### src/hdl/ecf_pkg.sv
// ----------------------------------------------------------------------------
// ecf_pkg: shared types and constants of the ECF hold decision block
// Field widths, register map, sequencer states and the job record that is
// passed from the classifier to the decision engine.
// ----------------------------------------------------------------------------
package ecf_pkg;

	localparam int unsigned IN_TDATA_W  = 280;
	localparam int unsigned OUT_TDATA_W = 8;
	localparam int unsigned APB_ADDR_W  = 3;
	localparam int unsigned APB_DATA_W  = 32;

	localparam int unsigned CWND_W  = 16;
	localparam int unsigned MSS_W   = 16;
	localparam int unsigned PKT_W   = 16;
	localparam int unsigned RAW_W   = 32;
	localparam int unsigned SRTT_W  = 29;
	localparam int unsigned VAR_W   = 31;
	localparam int unsigned BYTES_W = 32;
	localparam int unsigned SUM_W   = 32;
	localparam int unsigned BETA_W  = 8;

	localparam int unsigned MUL_A_W = 33;
	localparam int unsigned MUL_B_W = 32;
	localparam int unsigned MUL_P_W = MUL_A_W + MUL_B_W;
	localparam int unsigned SCL_A_W = 64;
	localparam int unsigned SCL_B_W = BETA_W + 1;
	localparam int unsigned SCL_P_W = SCL_A_W + SCL_B_W;

	localparam int unsigned LHS_W  = 62;
	localparam int unsigned RHS_W  = 64;
	localparam int unsigned LHSS_W = 61;
	localparam int unsigned RHSS_W = 64;

	localparam logic [0:0]        REG_BETA   = 1'b0;
	localparam logic [BETA_W-1:0] BETA_RESET = 8'd4;

	typedef struct packed {
		logic               same_path;
		logic [CWND_W-1:0]  cwnd_f;
		logic [CWND_W-1:0]  cwnd_s;
		logic [MSS_W-1:0]   mss;
		logic [SRTT_W-1:0]  srtt_f;
		logic [SRTT_W-1:0]  srtt_s;
		logic [SUM_W-1:0]   slow_sum;
		logic [SUM_W-1:0]   fast_sum;
		logic [BYTES_W-1:0] meta_q;
		logic [BYTES_W-1:0] sub_q;
		logic [PKT_W-1:0]   pk_diff;
	} job_t;

	typedef enum logic [3:0] {
		B_IDLE,
		B_WF,
		B_WS,
		B_PK,
		B_BL,
		B_LHS,
		B_RHS,
		B_SL,
		B_SR,
		B_CMP,
		B_LS,
		B_RS,
		B_DEC,
		B_OUT
	} bstate_t;

endpackage

### src/hdl/ecf_front.sv
// ----------------------------------------------------------------------------
// ecf_front: input beat classifier
// Unpacks an input beat, scales the RTT figures and folds the sums and the
// packet difference that the decision engine needs into one job record.
// ----------------------------------------------------------------------------
module ecf_front import ecf_pkg::*; (
	input  logic                  s_axis_tvalid,
	input  logic [IN_TDATA_W-1:0] s_axis_tdata,
	input  logic                  q_full,
	output logic                  s_axis_tready,
	output logic                  push,
	output job_t                  job
);

	logic [RAW_W-1:0] f_srtt_raw, f_var_raw, s_srtt_raw, s_var_raw;
	logic [PKT_W-1:0] meta_pk, sub_pk;
	logic [VAR_W-1:0] var_f, var_s, delta;

	assign s_axis_tready = !q_full;
	assign push          = s_axis_tvalid && !q_full;

	always_comb begin
		f_srtt_raw = s_axis_tdata[48:17];
		f_var_raw  = s_axis_tdata[80:49];
		s_srtt_raw = s_axis_tdata[128:97];
		s_var_raw  = s_axis_tdata[160:129];
		meta_pk    = s_axis_tdata[256:241];
		sub_pk     = s_axis_tdata[272:257];
		var_f      = f_var_raw[RAW_W-1:1];
		var_s      = s_var_raw[RAW_W-1:1];
		delta      = (var_f > var_s) ? var_f : var_s;

		job.same_path = s_axis_tdata[0];
		job.cwnd_f    = s_axis_tdata[16:1];
		job.cwnd_s    = s_axis_tdata[96:81];
		job.mss       = s_axis_tdata[176:161];
		job.srtt_f    = f_srtt_raw[RAW_W-1:3];
		job.srtt_s    = s_srtt_raw[RAW_W-1:3];
		job.slow_sum  = SUM_W'(job.srtt_s) + SUM_W'(delta);
		job.fast_sum  = SUM_W'({job.srtt_f, 1'b0}) + SUM_W'(delta);
		job.meta_q    = s_axis_tdata[208:177];
		job.sub_q     = s_axis_tdata[240:209];
		job.pk_diff   = (meta_pk > sub_pk) ? (meta_pk - sub_pk) : '0;
	end

endmodule

### config.mk
export PLATFORM = sky130hd
export DESIGN_NAME = ecf_front
export DESIGN_NICKNAME = d
export VERILOG_FILES = /design/src/hdl/ecf_pkg.sv /design/src/hdl/ecf_front.sv
export SDC_FILE = /design/constraint.sdc
export NUM_CORES = 1
export LEC_CHECK = 0
export BUFFER_PORTS_ARGS = -buffer_cell sky130_fd_sc_hd__buf_2
export CAP_MARGIN = 40
export CORE_AREA = 2 2 208 210
export DETAILED_ROUTE_END_ITERATION = 8
export DIE_AREA = 0 0 210 212
export GPL_TIMING_DRIVEN = 0
export PLACE_DENSITY = 0.39
export RECOVER_POWER = 25
export SETUP_SLACK_MARGIN = 0.15
export SLEW_MARGIN = 20
export SYNTH_ARGS = -nofsm -noshare
export SYNTH_HDL_FRONTEND = slang
export SYNTH_SLANG_ARGS = --single-unit
### constraint.sdc
create_clock -name vclk -period 9.2
set_clock_uncertainty 0.15 [all_clocks]
set_input_delay 2.3 -clock vclk [all_inputs]
set_output_delay 2.3 -clock vclk [all_outputs]
set_load 0.05 [all_outputs]
==> run metrics <==
share of layout cells above drive strength 1 a little under three fifths; compound-cell area share of the yosys netlist around 25%; clkbuf count 0; Final Instance Area ~11000 sq um; P&R area growth vs syn 74.26%; clock network power share 0%; largest family of logic cells by synthesized area buffers and inverters; P per Cell Area around 150 nW/um^2; vias in the first global route ~7400; routability congestion estimate roughly 0.86; WL final approximately 30 mm; Sequential Area 0 sq um; core area between 40000 and 50000 sq um; All-Layer GR Usage around an eighth; mapped cell area between 6000 and 7000 sq um; final core utilization about a quarter; run status finished, violations left; Top-Level Pins about 540; cell taking the most area after synthesis ha_1; largest net degree at the start of global routing 11; die height 212 um; final setup fails 6; Initial Utilization around 14%; Place WS -2.200 ns; Post-Place Cells ~1800; minimum clock period about 9.2 ns; Mapped Nets 1275; slew margin rel. 48.40%; first-pass GRT wire length 41.76 mm; mux cell area share after synthesis ~1.0%; Post-DRT Antenna Nets 0; FF+latch count 0; post-synth top area share a little under a quarter; Hold Vio Cnt, Final 0; simple-gate share of the synthesized area between 10% and 20%; crit share post-route 100.5%; Pre-antenna DRT Iters 6; Worst path slowest cell a211o_4; final net count between 1500 and 2000; critical path data arrival time 6.80 ns; total power ~1.6 mW; Comb power frac 100.0%; post-synthesis sequential area ratio 0%; Critical Path Start Type input pin; CP bufs+invs 7; sequential share of power 0%; routed via count approximately 7600; Ys Warns 0; final worst slack -0.04965 ns; DRC viols 0; HP Class in -> out; failing checks setup timing; Crit path required time a little under 7 ns; synthesized instance count ~900; FP Rows between 70 and 80; antenna violations before repair 8; die area about 45000 sq um; Max FO, Critical Path 8; die extent in x approximately 210 um; fmax ~110 MHz; Detailed Place HPWL ~27 mm; critical path's top delay family compound AO/OA/AOI/OAI gates; Sw Share about two thirds; Mean Syn Cell Area 6.995 sq um; port bufs between 400 and 500; gr ovfl total 0; cell-internal power 565.4 uW; WS Path Type in -> out; Synth Area in Adders a little under a quarter; final std cells w/o fill approximately 1900; RSZ-0062 raised after global routing yes; Worst-Margin Slew about 0.75 ns; crit path capture type output pin; # Max-Cap Violations 0; DR vias/cell around 4.0; Synth area leaders ha_1 (23%), buf_4 (21%), xnor2_1 (5.7%); CP peak stage delay ~0.37 ns; Max Transition Viols Final 0; CTS Hold Buffers Added 0; P_leak about 5.4 nW; dpl cell area between 9000 and 10000 sq um; Distinct cells, synth 58; XOR/XNOR Fraction of Synth Area 9.117%; Initial DRC Count 166; wire per inst between 15 and 20 um; Psw roughly 1.0 mW; peak supply drop 0.00005994 V
==> per-stage QoR <==
stage | hold WS, ns | TNS, ns
final | 4.751 | -0.1503
after global routing | 4.760 | -3.093
after CTS | 4.752 | -2.173
after detailed placement | 4.752 | -68.37
after global placement | 4.752 | -67.56
after floorplan | 4.617 | -0.008343
==> cells in the mapped netlist, types with 10 or more instances <==
cell type	instances
buf_4	171
ha_1	111
inv_1	73
a21oi_1	68
nand2_1	64
nor2_1	59
o21ai_0	59
xnor2_1	40
a21o_1	31
xor2_1	24
nand4_1	15
nor2b_1	14
nand3_1	12
o21ai_1	12
o21bai_1	10
==> kinds of logic after synthesis <==
| group | after synthesis |
|---|---|
| buffers and inverters | 254 |
| AND/OR/NAND/NOR | 205 |
| adder cells (fa/ha/maj) | 114 |
| XOR/XNOR | 64 |
| multiplexers | 6 |
| AO/OA/AOI/OAI | 236 |
==> timing repair <==
item                                    CTS  global route
endpoints found under the setup margin   57            36
gates resized for setup                 209           102
pin swaps                                70            48
setup buffers                            33            22
gates cloned                              0             0
==> cells in the final DEF, fill, tap and decap left out, types with 9 or more instances in the layout <==
cell type	count
a21o_1	31
a21oi_1	49
a21oi_2	15
buf_2	307
buf_4	215
buf_6	48
clkbuf_1	61
ha_1	84
ha_4	25
inv_1	57
inv_2	13
nand2_1	57
nand3_1	9
nand4_1	15
nor2_1	54
nor2b_1	11
o21a_1	9
o21ai_0	33
o21ai_1	17
o21ai_2	15
o21bai_1	9
xnor2_1	30
xor2_1	15
==> layout make-up <==
cell class         count  area (sq um)
inverters             73         281.5
diodes                 3         7.507
plain buffers        181          1375
fillers             4781         31790
repair buffers       461          2673
well taps            546         683.2
multi-input cells    625          5694
==> path summary, 6_finish.rpt <==
path | slack (ns) | depth (start not counted) | endpoint | from
worst max-delay path | -0.05 | 25 | job[143] | s_axis_tdata[150]
worst min-delay path | 4.75 | 2 | job[19] | s_axis_tdata[212]
==> layer usage <==
layer	up-vias	share of wire, %	track usage [%]
li1	3806	-	-
met1	3474	39	13.81
met2	285	53	24.20
met3	30	6.0	2.024
met4	12	1.6	1.467
met5	-	0.26	0
==> power by group through the flow <==
stage	clock, mW	combinational, mW	sequential, mW
5_1_grt	0	1.71	0
3_5_place_dp	0	1.37	0
6_report	0.0000000437	1.61	0
4_1_cts	0	1.54	0
3_3_place_gp	0	1.37	0
2_1_floorplan	0	1.04	0
No activity file was read; power rests on OpenSTA's default activity.
