## src/hdl/ecf_pkg.sv

```systemverilog
// ----------------------------------------------------------------------------
// ecf_pkg: shared types and constants of the ECF hold decision block
// Field widths, register map, sequencer states and the job record that is
// passed from the classifier to the decision engine.
// ----------------------------------------------------------------------------
package ecf_pkg;

	localparam int unsigned IN_TDATA_W  = 280;
	localparam int unsigned OUT_TDATA_W = 8;
	localparam int unsigned APB_ADDR_W  = 3;
	localparam int unsigned APB_DATA_W  = 32;

	localparam int unsigned CWND_W  = 16;
	localparam int unsigned MSS_W   = 16;
	localparam int unsigned PKT_W   = 16;
	localparam int unsigned RAW_W   = 32;
	localparam int unsigned SRTT_W  = 29;
	localparam int unsigned VAR_W   = 31;
	localparam int unsigned BYTES_W = 32;
	localparam int unsigned SUM_W   = 32;
	localparam int unsigned BETA_W  = 8;

	localparam int unsigned MUL_A_W = 33;
	localparam int unsigned MUL_B_W = 32;
	localparam int unsigned MUL_P_W = MUL_A_W + MUL_B_W;
	localparam int unsigned SCL_A_W = 64;
	localparam int unsigned SCL_B_W = BETA_W + 1;
	localparam int unsigned SCL_P_W = SCL_A_W + SCL_B_W;

	localparam int unsigned LHS_W  = 62;
	localparam int unsigned RHS_W  = 64;
	localparam int unsigned LHSS_W = 61;
	localparam int unsigned RHSS_W = 64;

	localparam logic [0:0]        REG_BETA   = 1'b0;
	localparam logic [BETA_W-1:0] BETA_RESET = 8'd4;

	typedef struct packed {
		logic               same_path;
		logic [CWND_W-1:0]  cwnd_f;
		logic [CWND_W-1:0]  cwnd_s;
		logic [MSS_W-1:0]   mss;
		logic [SRTT_W-1:0]  srtt_f;
		logic [SRTT_W-1:0]  srtt_s;
		logic [SUM_W-1:0]   slow_sum;
		logic [SUM_W-1:0]   fast_sum;
		logic [BYTES_W-1:0] meta_q;
		logic [BYTES_W-1:0] sub_q;
		logic [PKT_W-1:0]   pk_diff;
	} job_t;

	typedef enum logic [3:0] {
		B_IDLE,
		B_WF,
		B_WS,
		B_PK,
		B_BL,
		B_LHS,
		B_RHS,
		B_SL,
		B_SR,
		B_CMP,
		B_LS,
		B_RS,
		B_DEC,
		B_OUT
	} bstate_t;

endpackage

```

## src/hdl/ecf_queue.sv

```systemverilog
// ----------------------------------------------------------------------------
// ecf_queue: job queue
// Small register FIFO between the classifier and the decision engine.
// ----------------------------------------------------------------------------
module ecf_queue import ecf_pkg::*; #(
	parameter int unsigned DEPTH = 2
) (
	input  logic clk,
	input  logic arst_n,
	input  logic push,
	input  job_t push_job,
	input  logic pop,
	output job_t head,
	output logic head_valid,
	output logic full
);

	localparam int unsigned PTR_W = $clog2(DEPTH);
	localparam int unsigned CNT_W = $clog2(DEPTH + 1);

	job_t             mem_q [DEPTH];
	logic [PTR_W-1:0] wr_ptr_q, rd_ptr_q;
	logic [CNT_W-1:0] cnt_q;
	logic             do_push, do_pop;

	assign full       = (cnt_q == CNT_W'(DEPTH));
	assign head_valid = (cnt_q != '0);
	assign head       = mem_q[rd_ptr_q];
	assign do_push    = push && !full;
	assign do_pop     = pop && head_valid;

	always_ff @(posedge clk) begin
		if (do_push) begin
			mem_q[wr_ptr_q] <= push_job;
		end
	end

	always_ff @(posedge clk or negedge arst_n) begin
		if (!arst_n) begin
			wr_ptr_q <= '0;
			rd_ptr_q <= '0;
			cnt_q    <= '0;
		end else begin
			if (do_push) begin
				wr_ptr_q <= (wr_ptr_q == PTR_W'(DEPTH - 1)) ? '0 : wr_ptr_q + 1'b1;
			end
			if (do_pop) begin
				rd_ptr_q <= (rd_ptr_q == PTR_W'(DEPTH - 1)) ? '0 : rd_ptr_q + 1'b1;
			end
			if (do_push && !do_pop) begin
				cnt_q <= cnt_q + 1'b1;
			end else if (do_pop && !do_push) begin
				cnt_q <= cnt_q - 1'b1;
			end
		end
	end

endmodule

```

## config.mk

```make
export PLATFORM = sky130hd
export DESIGN_NAME = ecf_queue
export DESIGN_NICKNAME = d
export VERILOG_FILES = /design/src/hdl/ecf_pkg.sv /design/src/hdl/ecf_queue.sv
export SDC_FILE = /design/constraint.sdc
export NUM_CORES = 1
export LEC_CHECK = 0
export BUFFER_PORTS_ARGS = -buffer_cell sky130_fd_sc_hd__buf_4
export CORE_AREA = 2 2 195 197
export CTS_CLUSTER_SIZE = 40
export DETAILED_ROUTE_END_ITERATION = 6
export DIE_AREA = 0 0 197 199
export GPL_TIMING_DRIVEN = 1
export PLACE_DENSITY = 0.88
export SYNTH_ARGS = -nofsm -noshare
export SYNTH_HDL_FRONTEND = slang
export SYNTH_SLANG_ARGS = --single-unit
```

## constraint.sdc

```tcl
create_clock -name clk -period 15.56 [get_ports clk]
set_input_delay 1.556 -clock clk [delete_from_list [all_inputs] [get_ports clk]]
set_output_delay 1.556 -clock clk [all_outputs]
set_load 0.02 [all_outputs]
```

==> results of run 1 <==
flip-flops by register name, indices dropped and copies added, names as in the netlist:
| signal | flops |
|---|---|
| mem_q | 502 |
| cnt_q | 2 |
| rd_ptr_q | 1 |
| wr_ptr_q | 1 |
where the power goes:
part / total [uW] / internal (uW) / switching, uW
Combinational: 1650 / 725 / 929
Sequential: 1980 / 1870 / 107
Clock: 1090 / 619 / 466
Total: 4710 / 3210 / 1500
layout make-up:
| type | instances | area (um2) | area share, % |
|---|---|---|---|
| multi-input cells | 264 | 2930 | 12.2 |
| repair buffers | 517 | 3880 | 16.1 |
| clock inverters | 24 | 143 | 0.593 |
| diodes | 1 | 2.50 | 0.0104 |
| flip-flops and latches | 506 | 15200 | 63.1 |
| well taps | 474 | 593 | 2.46 |
| clock buffers | 60 | 1330 | 5.53 |
| inverters | 2 | 7.51 | 0.0312 |
final timing paths:
path | slack [ns] | to | cells past startpoint | startpoint
worst max-delay path | 10.35 | head[234] | 4 | rd_ptr_q
worst min-delay path | 0.53 | cnt_q[1] | 1 | cnt_q[1]
worst max register to register | 12.21 | mem_q[1][171] | 4 | cnt_q[0]
worst min register to register | 0.53 | cnt_q[1] | 1 | cnt_q[1]
max in group asynchronous | 14.67 | rd_ptr_q | 1 | arst_n
min in group asynchronous | 0.77 | cnt_q[0] | 1 | arst_n
through the flow:
step                instance area, um2  std cells
floorplan                        18400        800
global placement                 22600       1763
detailed placement               22600       1763
CTS                              24100       1847
global route                     24100       1848
finish                           24100       1848
cells by family after synthesis:
family | Yosys count | share of synthesized area [%]
fa+ha+maj | 1 | 0.0681
simple gates | 7 | 0.184
buf+inv | 30 | 1.52
mux | 251 | 15.4
flops | 506 | 82.6
xor+xnor | 5 | 0.238
cell usage in the layout (no fill, tap or decap):
cell and instances:
sky130_fd_sc_hd__and3_4 1, sky130_fd_sc_hd__or2_2 1, sky130_fd_sc_hd__clkbuf_16 51, sky130_fd_sc_hd__clkbuf_1 7
sky130_fd_sc_hd__clkbuf_8 2, sky130_fd_sc_hd__bufinv_16 1, sky130_fd_sc_hd__dfrtp_4 1, sky130_fd_sc_hd__dfrtp_1 3
sky130_fd_sc_hd__nor2_1 1, sky130_fd_sc_hd__xnor2_1 3, sky130_fd_sc_hd__diode_2 1, sky130_fd_sc_hd__nand2b_1 1
sky130_fd_sc_hd__ha_1 1, sky130_fd_sc_hd__nor2_4 1, sky130_fd_sc_hd__clkinvlp_4 2, sky130_fd_sc_hd__buf_4 517
sky130_fd_sc_hd__mux2_2 251, sky130_fd_sc_hd__xor2_1 2, sky130_fd_sc_hd__clkinv_1 12, sky130_fd_sc_hd__nand2_1 2
sky130_fd_sc_hd__clkinv_2 7, sky130_fd_sc_hd__inv_6 2, sky130_fd_sc_hd__edfxtp_1 502, sky130_fd_sc_hd__inv_1 2
routing by layer:
metal / up-vias / track usage [%]
li1: 4268 / -
met1: 4734 / 22.9
met2: 478 / 33.6
met3: 83 / 7.46
met4: 2 / 9.02
met5: - / 0
critical path, stage by stage (launching register included):
cell and delay, ns:
sky130_fd_sc_hd__dfrtp_4 1.02, sky130_fd_sc_hd__buf_4 0.66, sky130_fd_sc_hd__buf_4 0.72, sky130_fd_sc_hd__mux2_2 0.43, sky130_fd_sc_hd__buf_4 0.16
==> summary by stage, run 1 <==
Job
The max-cap check violation count is 0.

GRT
Across every metal layer, demand over resource in global routing totals 20.0%. After global routing the overflow that remains totals 0. Entering global routing, the biggest net connects 82 pins. The first global-routing pass estimated 57.7 mm of wire.

The initial antenna violation count is 2. The number of global-route vias before repair is between 9000 and 10000.

CTS
Clock tree synthesis found a total of 506 sinks. After clock tree synthesis, the clock-pin slew on the worst setup and hold paths is approximately 0.06 ns. In this run the post-CTS setup repair buffer count came out at 0. The later pin in the worst-skew pair is clocked with a latency of about 0.57 ns. The clock tree from TritonCTS is built.

The count of H-tree levels built during CTS is 2. The number of hold buffers added after CTS was 0. The buffer levels on the longest clock path is 3. The number of clock buffers added by TritonCTS is 49. The tree is rooted in a sky130_fd_sc_hd__clkbuf_16.

Gates resized during post-CTS repair numbered 0.

Floorplanning
The die is slightly below 200 um wide. The region available for standard cell placement spans about 37000 um2. The vertical extent of the die is 199 um. After floorplanning, the core was divided into between 70 and 80 placement rows. Pin placement for this block handled ~500 I/O pins.

For this configuration, the core starts out at a cell density of about half. The area enclosed by the die boundary is 39200 um2.

Place
The detailed placement HPWL is approximately 28 mm. The final weighted congestion in routability-driven placement is between 0.8 and 0.9. At the placement stage, the worst setup path has a slack of about 11 ns. The total of buffers placed on input and output ports is slightly above 500.

Logic synthesis
The async set-or-reset flop fraction in the synthesized netlist is less than 1%. Yosys mapped a number of flops with a built-in enable equal to 502. The flip-flop and latch count after synthesis is around 510. The proportion of netlist area held by the largest area contributor is 82.1%.

The sequential cell area fraction in the yosys report is between 80% and 90%. The number of warning messages in the yosys log is 0. Summed over all instances, the cell type with the most area after synthesis is sky130_fd_sc_hd__edfxtp_1. By count the netlist is led by 502 x sky130_fd_sc_hd__edfxtp_1, 251 x sky130_fd_sc_hd__mux2_2, 21 x sky130_fd_sc_hd__buf_6, 7 x sky130_fd_sc_hd__buf_2, 4 x sky130_fd_sc_hd__dfrtp_1. The synthesized netlist contains 14 unique library cells. Synthesis produced a netlist whose cell count is 800.

The net count after synthesis is 1056. Sorting the synthesized cells by area gives the leading types as sky130_fd_sc_hd__edfxtp_1 82%, sky130_fd_sc_hd__mux2_2 15%, sky130_fd_sc_hd__buf_6 1.3%. The most frequent cell after synthesis is sky130_fd_sc_hd__edfxtp_1. The mean area per synthesized cell is about 23 um2. The cell area that synthesis handed to floorplanning was between 15000 and 20000 um2. The most used flip-flop cell after synthesis is sky130_fd_sc_hd__edfxtp_1.

STA
Final hold analysis gives a worst-case slack of roughly 0.53 ns. For the pin with the worst max-slew slack, the measured transition is between 1 and 1.5 ns. The hold violation total from the final report is 0. The final setup TNS is 0 ns. In the post-route analysis, the smallest setup slack over all paths is 10.35 ns. The worst pin sits at a relative slew slack of between 20% and 30%. The final max-slew violation count was 0. Setup repair after global routing left no endpoint under its margin.

The achievable frequency is approximately 0.19 GHz. The worst path uses 33.5% of the clock period. For the final database, setup skew stands at 0.0158 ns. Subtracting the final worst setup slack from the clock period gives roughly 5.2 ns. Setup violations remaining at the end of the flow were counted as 0.

Pwr
The analysis attributes to cell leakage a power of about 0.009 uW. The completed layout was analyzed and its total power is about 4700 uW. IR analysis of the VDD net gives a maximum drop of approximately 0.17 mV. Power spread over the standard cell area amounts to 196 nW/um2.

Worst setup path
The arrival time of the worst setup path is about 3.7 ns. The worst setup path is launched from a flop. The critical path in this run is classified as flop to output pin. The data required time at the worst endpoint is approximately 14 ns. STA classifies the critical path endpoint as an output pin.

Of all nets on the critical path, the largest fanout is 68.

Cells and area
After the last flow step, the layout net total stands at approximately 1600. The growth of design area from synthesis to finish is 31.0%. Cells fill 64.8% of the core in the end. The layout filler cell count is 2358. Of the cells placed in the final design, the portion with a size suffix greater than 1 is 61.0%.

Min path
The kind of path behind the tightest hold check is flop to flop.

Route
The detail route stage leaves a number of antenna-violating nets equal to 0. The wire length per cell after detailed routing is 22.1 um. The final route contains around 9600 vias. In this run, the number of DRC markers left after iteration 0 of detailed routing was about 470. The met1 layer wirelength in the final routing is roughly 15 mm. In the detailed route, the total length drawn on met3 is about 4.4 mm. Detailed routing placed a total of between 20 and 25 mm of wire on met2. In the routed layout, each cell is associated on average with a via count of ~5.2. The first detailed-routing pass ran for 4 iterations. The highest routing layer actually used is met5.

Summed over all layers, the routed wires come to 40.8 mm. After detailed routing, the number of remaining DRC violations is 0.

Run status
The flow ran to the end, and the final reports show no timing, DRC or antenna violations.
Note: power is estimated with default switching activity, not from simulation.
==> run 2, diff against run 1 <==
CORE_AREA = not set   (was 2 2 195 197)
CORE_ASPECT_RATIO = 1.75   (was not set)
CORE_UTILIZATION = 47   (was not set)
DIE_AREA = not set   (was 0 0 197 199)
clock period = 4.5 ns   (was 15.56 ns; I/O delays follow)
==> run 2 against run 1 <==
Against the previous run: register-to-register slack got worse by 10 ns; first-iteration DRC count decreased by 15%; hold slack got worse by 0.44 ns; via count increased by 1.3%; sequential cell count unchanged; critical path type unchanged; final cell count increased by 0.97%; global-route usage increased by 1.4 points; wire length increased by 7.0%.
==> summary by stage, run 2 (synthesis results as in run 1) <==
Worst setup path
The worst setup path is captured at an output pin. The largest incremental delay on the critical path is 1.04 ns (+0.02 ns). Traced cell by cell, the critical path runs through buf_4 > mux2_2 > buf_4. The cell that appears most often on the critical path is sky130_fd_sc_hd__buf_4.

The slowest stage of the critical path belongs to the cell sky130_fd_sc_hd__dfrtp_4. The largest driver fanout on the critical path is 61 (-10%). The arrival time of the worst setup path came to 2.64 ns (-1.02 ns). The path type of the worst setup path is flop to output pin. STA classifies the critical path startpoint as a flop.

The data required time at the worst endpoint is 4.05 ns (-9.95 ns).

GRT
The initial antenna violation count is 12 (+10). The global-route wire length before repair is 61.2 mm (+6.1%). The overflow left after global routing is 0 (unchanged). The pin count of the biggest net entering global routing came to 78 (-4.9%). The overall routing resource usage came to 21.3% (+1.4 points).

The number of global-route vias before repair is 10500 (+5.9%).

Min path
The kind of path behind the tightest hold check is input pin to flop.

CTS
The total number of clock tree sinks was 506 (unchanged). The count of H-tree levels built during CTS was 2 (unchanged). The clock tree from TritonCTS is built.

The buffer count from post-CTS setup fixing came to 0 (unchanged). The post-cts gate resize count came to 0 (unchanged). The quantity of hold-fixing buffers added after cts is 1 (+1).

The buffer levels on the longest clock path is 3 (unchanged). The root buffer cell is sky130_fd_sc_hd__clkbuf_16. The later-pin clock latency in the skew report is 0.54 ns (-0.03 ns).

The clock slew seen by the registers of the worst setup and hold paths is 0.07 ns (about the same). The number of clock buffers inserted by TritonCTS came to 43 (-12%).

Floorplanning
The area enclosed by the die boundary was 39900 um2 (+1.8%). The total core area is 38500 um2 (+3.7%). The horizontal die dimension was 151 um (-23%). The initial standard-cell utilization of the core came to 47.7% (-1.8 points). The site row count was 95 (+34%). The vertical extent of the die is 264 um (+32%). The count of pins on the block boundary is 508 (unchanged).

STA
The hold violation total from the final report is 0 (unchanged). Setup repair after global routing left no endpoint under its margin. The post-layout minimum cycle time is 3.09 ns. The final setup violation count was 0 (unchanged). The final max-slew violation count is 0 (unchanged).

The achievable frequency is 0.324 GHz. The worst-margin pin slew is 0.944 ns (-0.162 ns). The share of the clock period used by the worst path is 68.6%. The worst relative slew slack is 37.0% (+11 points).

The worst clock skew came to 0.0106 ns (-0.00520 ns). The worst hold slack after final layout was 0.0913 ns (-0.435 ns).

Cells and area
The fraction of final layout cells with drive strength greater than 1 came to 60.9% (about the same). The top cell types in the final layout, fill and taps aside, are 517 x sky130_fd_sc_hd__buf_4, 502 x sky130_fd_sc_hd__edfxtp_1, 251 x sky130_fd_sc_hd__mux2_2. Ranked by flip-flop count, first place goes to mem_q. Compared with the post-synthesis result, the final layout area differs by 31.1%.

The largest registers in the layout are mem_q: 502 flops, cnt_q: 2 flops. The final layout net count is 1599 (+0.19%). The number of flip-flops in the largest register came to 502 (unchanged).

The final standard cell count with taps included and fillers excluded is 1866 (+0.97%). The leading cell type in the layout, fill and taps excluded is sky130_fd_sc_hd__buf_4.

Route
The total detailed-routing wirelength is 43.7 mm (+7.0%). The count of routing violations after the opening detailed-route iteration was 397 (-15%). The number of iterations in the first detailed-routing pass came to 5 (+1). The wire length per cell after detailed routing is 23.4 um (+5.9%). The count of unresolved DRC violations after routing is 0 (unchanged). The antenna violation net count after detailed routing came to 0 (unchanged). The count of vias placed by the detailed router is 9692 (+1.3%).

The detailed-route vias per instance is 5.19 (+0.35%).

Run status
The flow ran to the end, and the final reports show no timing, DRC or antenna violations.

Place
The cell count after placement is 1782 (+1.1%). The final weighted congestion in routability-driven placement is 0.932 (+7.9%). The detailed placement HPWL is 31.0 mm (+10%). The total of buffers placed on input and output ports is 507 (unchanged).

Pwr
The power density over the cells is 672 nW/um2 (+240%). The leakage power is 0.00894 uW (-0.16%). The total power after layout is 16200 uW (+240%). The maximum vdd drop is 0.586 mV (+250%).

Job
The max-cap check violation count is 0 (unchanged).
[run 2: power breakdown]
| part | total, uW | internal, uW | switching, uW |
|---|---|---|---|
| combinational | 5930 | 2620 | 3310 |
| sequential | 6810 | 6430 | 375 |
| clock | 3450 | 1890 | 1570 |
| total | 16200 | 10900 | 5250 |
[run 2: path summary, 6_finish.rpt]
path / startpoint / to / cells past startpoint / slack, ns
max: rd_ptr_q / head[15] / 3 / 1.41
min: push_job[61] / mem_q[0][61] / 1 / 0.09
max reg2reg: cnt_q[0] / mem_q[0][50] / 4 / 2.23
min reg2reg: cnt_q[0] / cnt_q[0] / 1 / 0.56
max in group asynchronous: arst_n / rd_ptr_q / 2 / 4.12
min in group asynchronous: arst_n / rd_ptr_q / 2 / 0.27
[run 2: layout make-up]
class,count,area [um2]
diodes,7,17.5
clock buffers,58,1170
clock inverters,18,110
fillers,2601,14400
inverters,2,7.51
multi-input cells,264,2940
flip-flops and latches,506,15200
well taps,485,607
repair buffers,526,4050
[run 2: routing by layer]
layer	up-vias	wire length [um]	track usage [%]
li1	4289	-	-
met1	4789	14200	21.7
met2	452	23100	36.9
met3	152	3400	5.86
met4	10	2850	14.9
met5	-	62	0
[run 2: worst max-delay path: cells and delay by family, from the launching register on]
family | cells | cell delay, ns
buffers and inverters | 2 | 0.62
DFF | 1 | 1.04
muxes | 1 | 0.40
[run 2: through the flow]
stage	cell area, um2	setup slack (ns)	setup TNS (ns)	utilization, %
finish	24100	1.41	0	62.6
CTS	24100	1.39	0	62.5
detailed placement	22800	1.99	0	59.1
floorplan	18400	-0.223	-55.94	-
global route	24100	1.29	0	62.6
global placement	22800	2.03	0	59.1
==> run 3, diff against run 2 <==
clock period = 2.65 ns   (was 4.5 ns; I/O delays follow)
==> run 3 against run 2 <==
Against the previous run: die area did not move; global-route usage rose by 3.6 points; wire length rose by 17%; register-to-register slack got worse by 1.5 ns; non-clock buffer count rose by 247; power rose by 77%; critical path depth did not move; hold slack got worse by 0.042 ns; critical path type unchanged.
==> summary by stage, run 3 (synthesis results as in run 1) <==
Route
The highest routing layer actually used is met5. The number of iterations in the first detailed-routing pass is 4 (-1). The met1 layer wirelength in the final routing is 16.4 mm (+16%).

The count of routing violations after the opening detailed-route iteration was 548 (+38%). The antenna violation net count after detailed routing is 0 (unchanged). The count of unresolved DRC violations after routing was 0 (unchanged). The total detailed-routing wirelength is 50.9 mm (+17%).

The wire length per cell after detailed routing is 24.0 um (+2.7%). The count of vias placed by the detailed router is 11000 (+13%). The length of routed met3 wiring is 3.32 mm (-2.4%).

The sum of met2 wire segment lengths after detailed routing came to 27.7 mm (+20%). The detailed-route vias per instance is 5.19 (about the same).

STA
The worst-margin pin slew came to 0.825 ns (-0.119 ns). The worst hold slack after final layout is 0.0498 ns (-0.0415 ns). The final setup TNS was 0 ns (unchanged). The final setup violation count came to 0 (unchanged). The worst clock skew was 0.0194 ns (+0.00879 ns). The post-layout minimum cycle time is 2.43 ns. After layout, the worst path uses between 90% and 100% of the clock period. Setup repair after global routing left no endpoint under its margin. The final max-slew violation count came to 0 (unchanged). The hold violation total from the final report is 0 (unchanged). The worst relative slew slack is 45.0% (+8.0 points). For this run, the top clock speed supported by timing is roughly 0.4 GHz.

Cells and area
The area growth from synthesis to layout is 45.6%. The fraction of final layout cells with drive strength greater than 1 is 51.8% (-9.1 points). The final layout net count is 1846 (+15%). In the layout the commonest cells are 511 x sky130_fd_sc_hd__buf_4, 502 x sky130_fd_sc_hd__edfxtp_1, 252 x sky130_fd_sc_hd__dlygate4sd3_1.

The layout filler cell count was 2176 (-16%). In the final layout, the registers with the most flip-flops are mem_q: 502 flops, cnt_q: 2 flops. The number of flip-flops in the largest register is 502 (unchanged). The final instance area was 26700 um2 (+11%). The leading cell type in the layout, fill and taps excluded is sky130_fd_sc_hd__buf_4.

The final standard cell count with taps included and fillers excluded came to 2118 (+14%). The register containing the most flip-flops in the final layout is mem_q.

Worst setup path
The largest incremental delay on the critical path is 0.65 ns (-0.39 ns). The startpoint class of the critical path is a flop. The data required time at the worst endpoint is 2.38 ns (-1.67 ns).

The largest driver fanout on the critical path came to 59 (-3.3%). The largest individual stage delay along the critical path comes from the cell sky130_fd_sc_hd__dfrtp_4. The arrival time of the worst setup path is 2.17 ns (-0.47 ns). The category of the worst setup path capture point is an output pin. The signal on the critical path passes through buf_12 > mux2_2 > buf_4. The path type of the worst setup path is flop to output pin.

CTS
The root buffer cell is sky130_fd_sc_hd__clkbuf_16. The later-pin clock latency in the skew report is 0.55 ns (about the same). The count of H-tree levels built during CTS is 2 (unchanged). The total number of clock tree sinks is 506 (unchanged).

The clock slew seen by the registers of the worst setup and hold paths came to 0.07 ns (about the same). The clock tree from TritonCTS is built. The number of clock buffers inserted by TritonCTS is 43 (unchanged). The buffer levels on the longest clock path came to 3 (unchanged).

Floorplanning
The total core area was 38500 um2 (unchanged). The count of pins on the block boundary is 508 (unchanged). The horizontal die dimension is 151 um (unchanged). The initial standard-cell utilization of the core is 47.7% (unchanged). The area enclosed by the die boundary is 39900 um2 (unchanged).

The vertical extent of the die came to 264 um (unchanged). The site row count is 95 (unchanged).

Pwr
The power density over the cells came to 1070 nW/um2 (+60%). The part of the total power dissipated in combinational logic was 37.1% (+0.5 points). The switching component of the power was 9340 uW (+78%).

The share of power burned in registers is 40.2% (-1.8 points). The internal cell power was 19300 uW (+77%). The proportion of power drawn by the clock network is 22.6% (+1.3 points). The leakage power is 0.0101 uW (+12%).

The maximum vdd drop came to 1.03 mV (+76%). The total power after layout is 28700 uW (+77%). The switching part of the total is 32.6% (+0.14 points).

Place
The detailed placement HPWL was 30.2 mm (-2.6%). The total of buffers placed on input and output ports is 507 (unchanged). The placed instance area is 22800 um2 (-0.11%). The cell count after placement was 1777 (-0.28%). The final weighted congestion in routability-driven placement is 0.931 (about the same).

GRT
The initial antenna violation count came to 11 (-1). The pin count of the biggest net entering global routing was 127 (+63%). The overflow left after global routing is 0 (unchanged). The overall routing resource usage is 24.9% (+3.6 points).

The global-route wire length before repair is 71.7 mm (+17%). The number of global-route vias before repair came to 12300 (+18%).

Min path
The kind of path behind the tightest hold check is input pin to flop.

Run status
The run finished with clean final reports.

Job
The max-cap check violation count came to 0 (unchanged).
[run 3: changes by cell type in the layout (fill, tap and decap cells not counted), sizes merged]
cell | before | now
diode | 7 | 9
buf | 525 | 521
clkbuf | 58 | 52
clkinvlp | 2 | 3
dlygate4sd3 | 1 | 252
clkinv | 15 | 18
bufinv | 1 | 6
[run 3: path summary, 6_finish.rpt]
| path | start | to | slack, ns | depth (start not counted) |
|---|---|---|---|---|
| min | pop | rd_ptr_q | 0.05 | 3 |
| min in group asynchronous | arst_n | wr_ptr_q | 0.08 | 2 |
| min reg2reg | cnt_q[1] | cnt_q[1] | 0.54 | 1 |
| max in group asynchronous | arst_n | rd_ptr_q | 2.45 | 2 |
| max reg2reg | cnt_q[0] | mem_q[0][208] | 0.72 | 4 |
| max | rd_ptr_q | head[172] | 0.22 | 3 |
[run 3: power by group through the flow]
stage | Clock, uW | Combinational, uW | Sequential [uW]
finish | 6500 | 10700 | 11500
global route | 6850 | 11100 | 11700
CTS | 6510 | 10500 | 11500
detailed placement | 0 | 10100 | 11700
global placement | 0 | 9910 | 11600
floorplan | 0 | 6270 | 11600
[run 3: routing by layer]
metal | up-vias | track usage (%)
li1 | 4772 | -
met1 | 5435 | 24.6
met2 | 582 | 45.2
met3 | 197 | 5.34
met4 | 4 | 17.0
met5 | - | 0
[run 3: layout make-up]
cell class,instances,area (um2),share of cell area [%]
flip-flops and latches,506,15200,56.7
repair buffers,773,6550,24.5
multi-input cells,264,2940,11.0
clock buffers,52,1150,4.31
well taps,485,607,2.27
clock inverters,27,283,1.06
diodes,9,22.5,0.0842
inverters,2,7.51,0.0281
[run 3: critical path: cells and delay by family, from the launching register on]
family	cells	cell delay, ns
DFF	1	0.65
buffers and inverters	2	0.48
muxes	1	0.40
[run 3: metrics by stage]
step	util, %	worst slack [ns]
after floorplan	-	-2.07
after global placement	59.1	0.677
after CTS	69.4	0.0498
after global routing	69.5	0.149
after detailed placement	59.1	0.653
final	69.5	0.219
[run 3: timing repair]
item,4_1_cts,5_1_grt
resized for setup,0,0
setup buffers,0,1
endpoints found under the setup margin,0,9
endpoints found under the hold margin,506,0
hold buffers,252,0
